<file path="src/rtl/fst_pkg.sv">
// Shared constants, field widths and controller/datapath interface types for the flow table.
package fst_pkg;

    localparam int MAX_FLOWS_DEFAULT = 128;

    localparam int ADDR_W  = 32;
    localparam int PORT_W  = 16;
    localparam int SIZE_W  = 16;
    localparam int TIME_W  = 64;
    localparam int BYTES_W = 64;
    localparam int PKTS_W  = 32;
    localparam int INDEX_W = 7;
    localparam int COUNT_W = 8;
    localparam int KEY_W   = ADDR_W + PORT_W;

    typedef struct packed {
        logic [BYTES_W-1:0] bytes;
        logic [PKTS_W-1:0]  packets;
        logic [TIME_W-1:0]  first;
        logic [TIME_W-1:0]  last;
    } fst_rec_t;

    typedef struct packed {
        logic start;
        logic scan;
        logic rec_rd;
        logic commit;
    } fst_cmd_t;

    typedef struct packed {
        logic search_done;
        logic out_free;
    } fst_status_t;

endpackage

</file>
<file path="src/rtl/fst_ctrl.sv">
// Controller state machine sequencing search, record read and update for each item.
module fst_ctrl (
    input  logic                  aclk,
    input  logic                  aresetn,
    input  logic                  s_valid,
    output logic                  s_ready,
    input  fst_pkg::fst_status_t  status,
    output fst_pkg::fst_cmd_t     cmd
);
    import fst_pkg::*;

    localparam logic [1:0] ST_IDLE   = 2'd0;
    localparam logic [1:0] ST_SEARCH = 2'd1;
    localparam logic [1:0] ST_RDREC  = 2'd2;
    localparam logic [1:0] ST_WRITE  = 2'd3;

    logic [1:0] state_reg;
    logic [1:0] state_next;

    always_comb begin
        state_next = state_reg;
        cmd        = '0;
        s_ready    = 1'b0;
        case (state_reg)
            ST_IDLE: begin
                s_ready = 1'b1;
                if (s_valid) begin
                    cmd.start  = 1'b1;
                    state_next = ST_SEARCH;
                end
            end
            ST_SEARCH: begin
                cmd.scan = 1'b1;
                if (status.search_done) begin
                    state_next = ST_RDREC;
                end
            end
            ST_RDREC: begin
                cmd.rec_rd = 1'b1;
                state_next = ST_WRITE;
            end
            ST_WRITE: begin
                if (status.out_free) begin
                    cmd.commit = 1'b1;
                    state_next = ST_IDLE;
                end
            end
            default: begin
                state_next = ST_IDLE;
            end
        endcase
    end

    always_ff @(posedge aclk) begin
        if (!aresetn) begin
            state_reg <= ST_IDLE;
        end else begin
            state_reg <= state_next;
        end
    end

endmodule

</file>
<file path="config.mk">
export PLATFORM = sky130hd
export DESIGN_NAME = fst_ctrl
export DESIGN_NICKNAME = d
export VERILOG_FILES = /design/src/rtl/fst_pkg.sv /design/src/rtl/fst_ctrl.sv
export SDC_FILE = /design/constraint.sdc
export NUM_CORES = 1
export LEC_CHECK = 0
export BUFFER_PORTS_ARGS = -buffer_cell sky130_fd_sc_hd__clkbuf_2
export CORE_AREA = 5 5 42 44
export DETAILED_ROUTE_END_ITERATION = 8
export DIE_AREA = 0 0 47 49
export PLACE_DENSITY = 0.3
export REMOVE_ABC_BUFFERS = 1
export SLEW_MARGIN = 0
export SYNTH_ARGS = -nofsm -noshare
export SYNTH_HDL_FRONTEND = slang
export SYNTH_SLANG_ARGS = --single-unit
</file>
<file path="constraint.sdc">
create_clock -name aclk -period 1.4 [get_ports aclk]
set_input_delay 0.21 -clock aclk [delete_from_list [all_inputs] [get_ports aclk]]
set_output_delay 0.21 -clock aclk [all_outputs]
set_load 0.01 [all_outputs]
</file>
After elaboration in Yosys (flattened, before gate mapping)
Index checks and enable logic that the tools add are counted.
{"block": "totals", "register_bits": 2, "elab_cells": 20, "input_bits": 5, "out_inout_bits": 5}
{"block": "op_classes", "n_eq_ne": 6, "reduce_logical": 2, "n_mux": 11}
{"operator": "2-bit one-hot mux with 4 select lines", "n": 1}
{"operator": "1-bit two-way mux", "n": 7}
{"operator": "2-bit two-way mux", "n": 3}
{"operator": "2-bit != test, second input constant", "n": 3}
{"operator": "2-bit equality test, second input constant", "n": 2}
{"operator": "3-bit AND reduction", "n": 1}
{"operator": "2-bit by 1-bit equality test with 1-bit output, second input constant", "n": 1}
{"operator": "2-bit logical NOT", "n": 1}

Logic depth before layout (Yosys ltp)
{"block": "logic_depth", "word_depth": 3, "ltp_mapped": 4, "ltp_nobuf": 4}

Worst setup path before layout
No wires, ideal clock.
{"block": "synth_timing", "path_type": "reg-to-reg", "from": "register state_reg[1]", "to": "register state_reg[0]", "stages_incl_launch_ff": 5, "setup_slack_ps": 38, "t_arrival_ps": 1290, "t_required_ps": 1328, "setup_time_ps": 72, "synth_period_minus_slack_ps": 1362, "n_path_buf": 0, "cell_sequence": "dfxtp_1 -> inv_1 -> ha_1 -> a222oi_1 -> mux2i_1"}
{"block": "synth_via", "elab_chain_len": 3, "word_cells_on_any_way": 9, "cone_classes": "eq/ne: 6; mux: 1; reduce/logical: 2"}
{"item": "start, declared", "line_no": "fst_ctrl.sv:17", "rtl": "logic [1:0] state_reg;"}
{"item": "start signal, assigned", "line_no": "fst_ctrl.sv:58", "rtl": "state_reg <= state_next;"}
{"item": "2-bit by 1-bit equality test with 1-bit output (tied with other cells)", "line_no": "fst_ctrl.sv:24", "rtl": "case (state_reg)"}
{"item": "2-bit != test (no source line)"}
{"item": "3-bit AND reduction (no source line)"}
Several ways; a longest one is shown, not always the timed one.
A chain may end at the register's enable or synchronous reset.

==> reports/metrics.cfg <==
[status]
status=complete, no violations

[worst_hold_path]
hold_class=in2reg
hold_end=state_reg[1]
holdPathStages=3
hp-start=aresetn

[finish]
largest_reg_flops=2
layout_commonest_cell=clkbuf_2
area_growth_pct=96.3
layout-drive-gt1-share_pct=64.9
diodes=0
multi_input_area_um2=138
nets=48
layout_common_cells=clkbuf_2 (9), inv_1 (4), nand2_1 (3), clkbuf_4 (3), buf_4 (3)
fillers=167
design_area_um2=332
layout.area.seq_um2=42.5

[timing]
whs_ps=255
setup_violations=0
max_slew_margin_pct=80.7
hold_violations=0
rsz0062_at_grt=yes
fmax_mhz=724
tightest_slew_ps=289
finalClockSkew_ps=2.44
fin_crit_sh_pct=98.7
period_minus_slack_ps=1380
slew_violations=0
worst_slack_ps=18.7

[grt]
antenna_found_initial=0
grt_overflow=0
grt_start_max_net_pins=5
grt_pass1_wl_um=745
grt_pass1_vias=204
grt.total_usage_pct=5.27

[setup_path]
slowest_delay_ps=330
required_ps=1190
end_kind=output pin
rrSetupSlack_ps=50
cp_max_fo=3
crit_chain=inv_2 > ha_2 > buf_4 > and2_1 > clkbuf_2
crit_slowest_cell=dfxtp_2
timing.rr.start=state_reg[1]
path_class=reg2out
start_kind=register
crit_arrival_ps=1170
ff2ff_path_depth=5
reg2reg_to=state_reg[0]

[clock_network]
clk_latency_ps=220
hold_buffers=0
clkTransAtPathRegs_ps=30
clkSinkCount=2
cts_tree=built
cts_htree_levels=1
cts_made_buffers=3
cts-root-buf=clkbuf_4
clockBufferDepth=2

[route]
drc=0
vias_per_cell=3.70
dr_total_vias=196
wl_um=517
drt_pass1_iterations=4
drt_first_iter_violations=3
ant_nets=0
wire_per_inst_um=9.75

[placement]
place.gp.congestion=0.720
place_hpwl_um=366
pre_cts_ws_ps=25.6
place_area_um2=249
io_buffers=9

[floorplan]
start_util_pct=12.1
die_w_um=47
fp.coreArea_um2=1400
die_y_um=49
rows=14
die_area_um2=2300
io_pins=10

[yosys]
yosysWarnings=0
synth_top_cell_area_share_pct=29.6
synth_cell_type_count=9
yosysTopAreaCell=ha_1
syn_inst=20
synthesis.area_um2=169
synth_area_leaders=ha_1 (30%), dfxtp_1 (24%), mux2i_1 (12%)
avgSynthCellArea_um2=8.45
yosysSeqAreaShare_pct=23.7
synth_seq_cells=2

[power_and_ir_drop]
vdd_drop_max_uv=575
power_mw=0.671
pwr_density_cell_nw_per_um2=2020
p_leak_nw=0.173

[run]
drv_cap=0

==> synthesized netlist by cell type (all sizes together) <==
library cell	instances
a222oi	1
and2	2
dfxtp	2
ha	4
inv	5
mux2i	2
nand2	3
o21ai	1
==> how the worst max path moves through the flow <==
stage | startpoint | end | slack, ps | cells past startpoint
3_3_place_gp | state_reg[1] | state_reg[1] | 40 | 5
3_5_place_dp | state_reg[1] | state_reg[0] | 30 | 5
6_report | state_reg[1] | cmd[3] | 20 | 5
2_1_floorplan | state_reg[1] | state_reg[0] | 40 | 4
4_1_cts | state_reg[0] | state_reg[0] | 10 | 5
5_1_grt | state_reg[0] | state_reg[0] | -60 | 5
==> stage by stage <==
stage / TNS, ps / util [%] / cells
floorplan: 0 / - / 20
global placement: 0 / 17.8 / 47
detailed placement: 0 / 17.8 / 47
CTS: 0 / 20.8 / 52
global route: -96.8 / 23.7 / 53
finish: 0 / 23.7 / 53
==> report_power, final <==
| part | leakage [nW] | internal, mW | total [mW] | switching (mW) |
|---|---|---|---|---|
| logic | 0.142 | 0.230 | 0.437 | 0.206 |
| registers | 0.0172 | 0.0894 | 0.109 | 0.0196 |
| clock network | 0.0138 | 0.0944 | 0.125 | 0.0309 |
==> area by class of cell <==
cell class | count | area share, %
clock buffers | 3 | 6.79
inverters | 5 | 5.66
multi-input cells | 13 | 41.5
flip-flops and latches | 2 | 12.8
well taps | 16 | 6.04
repair buffers | 14 | 27.2
==> layer usage <==
| metal | track usage, % | routed length, um | part of all wire (%) |
|---|---|---|---|
| met3 | 4.06 | 88 | 17 |
| met5 | 0 | 0 | 0 |
| met1 | 4.37 | 188 | 36 |
| met4 | 6.91 | 27 | 5.2 |
| met2 | 6.56 | 212 | 41 |
==> critical path, delay by kind of cell, from the launching register on <==
kind                     cells  cell delay (ps)
buffers and inverters        3              310
flip-flops                   1              330
adder cells (fa/ha/maj)      1              180
AND/OR/NAND/NOR              1              120
==> what timing repair did <==
item,in CTS,in global routing
pin swaps,0,3
setup buffers,2,1
resized for setup,3,7
endpoints found under the setup margin,1,3
==> cell families after synthesis <==
group | count (synthesis) | share of synthesized area (%)
flip-flops | 2 | 23.7
AO/OA/AOI/OAI | 2 | 8.89
buffers and inverters | 5 | 11.1
multiplexers | 2 | 11.9
AND/OR/NAND/NOR | 5 | 14.8
adder cells (fa/ha/maj) | 4 | 29.6
No activity file was read; power rests on OpenSTA's default activity.
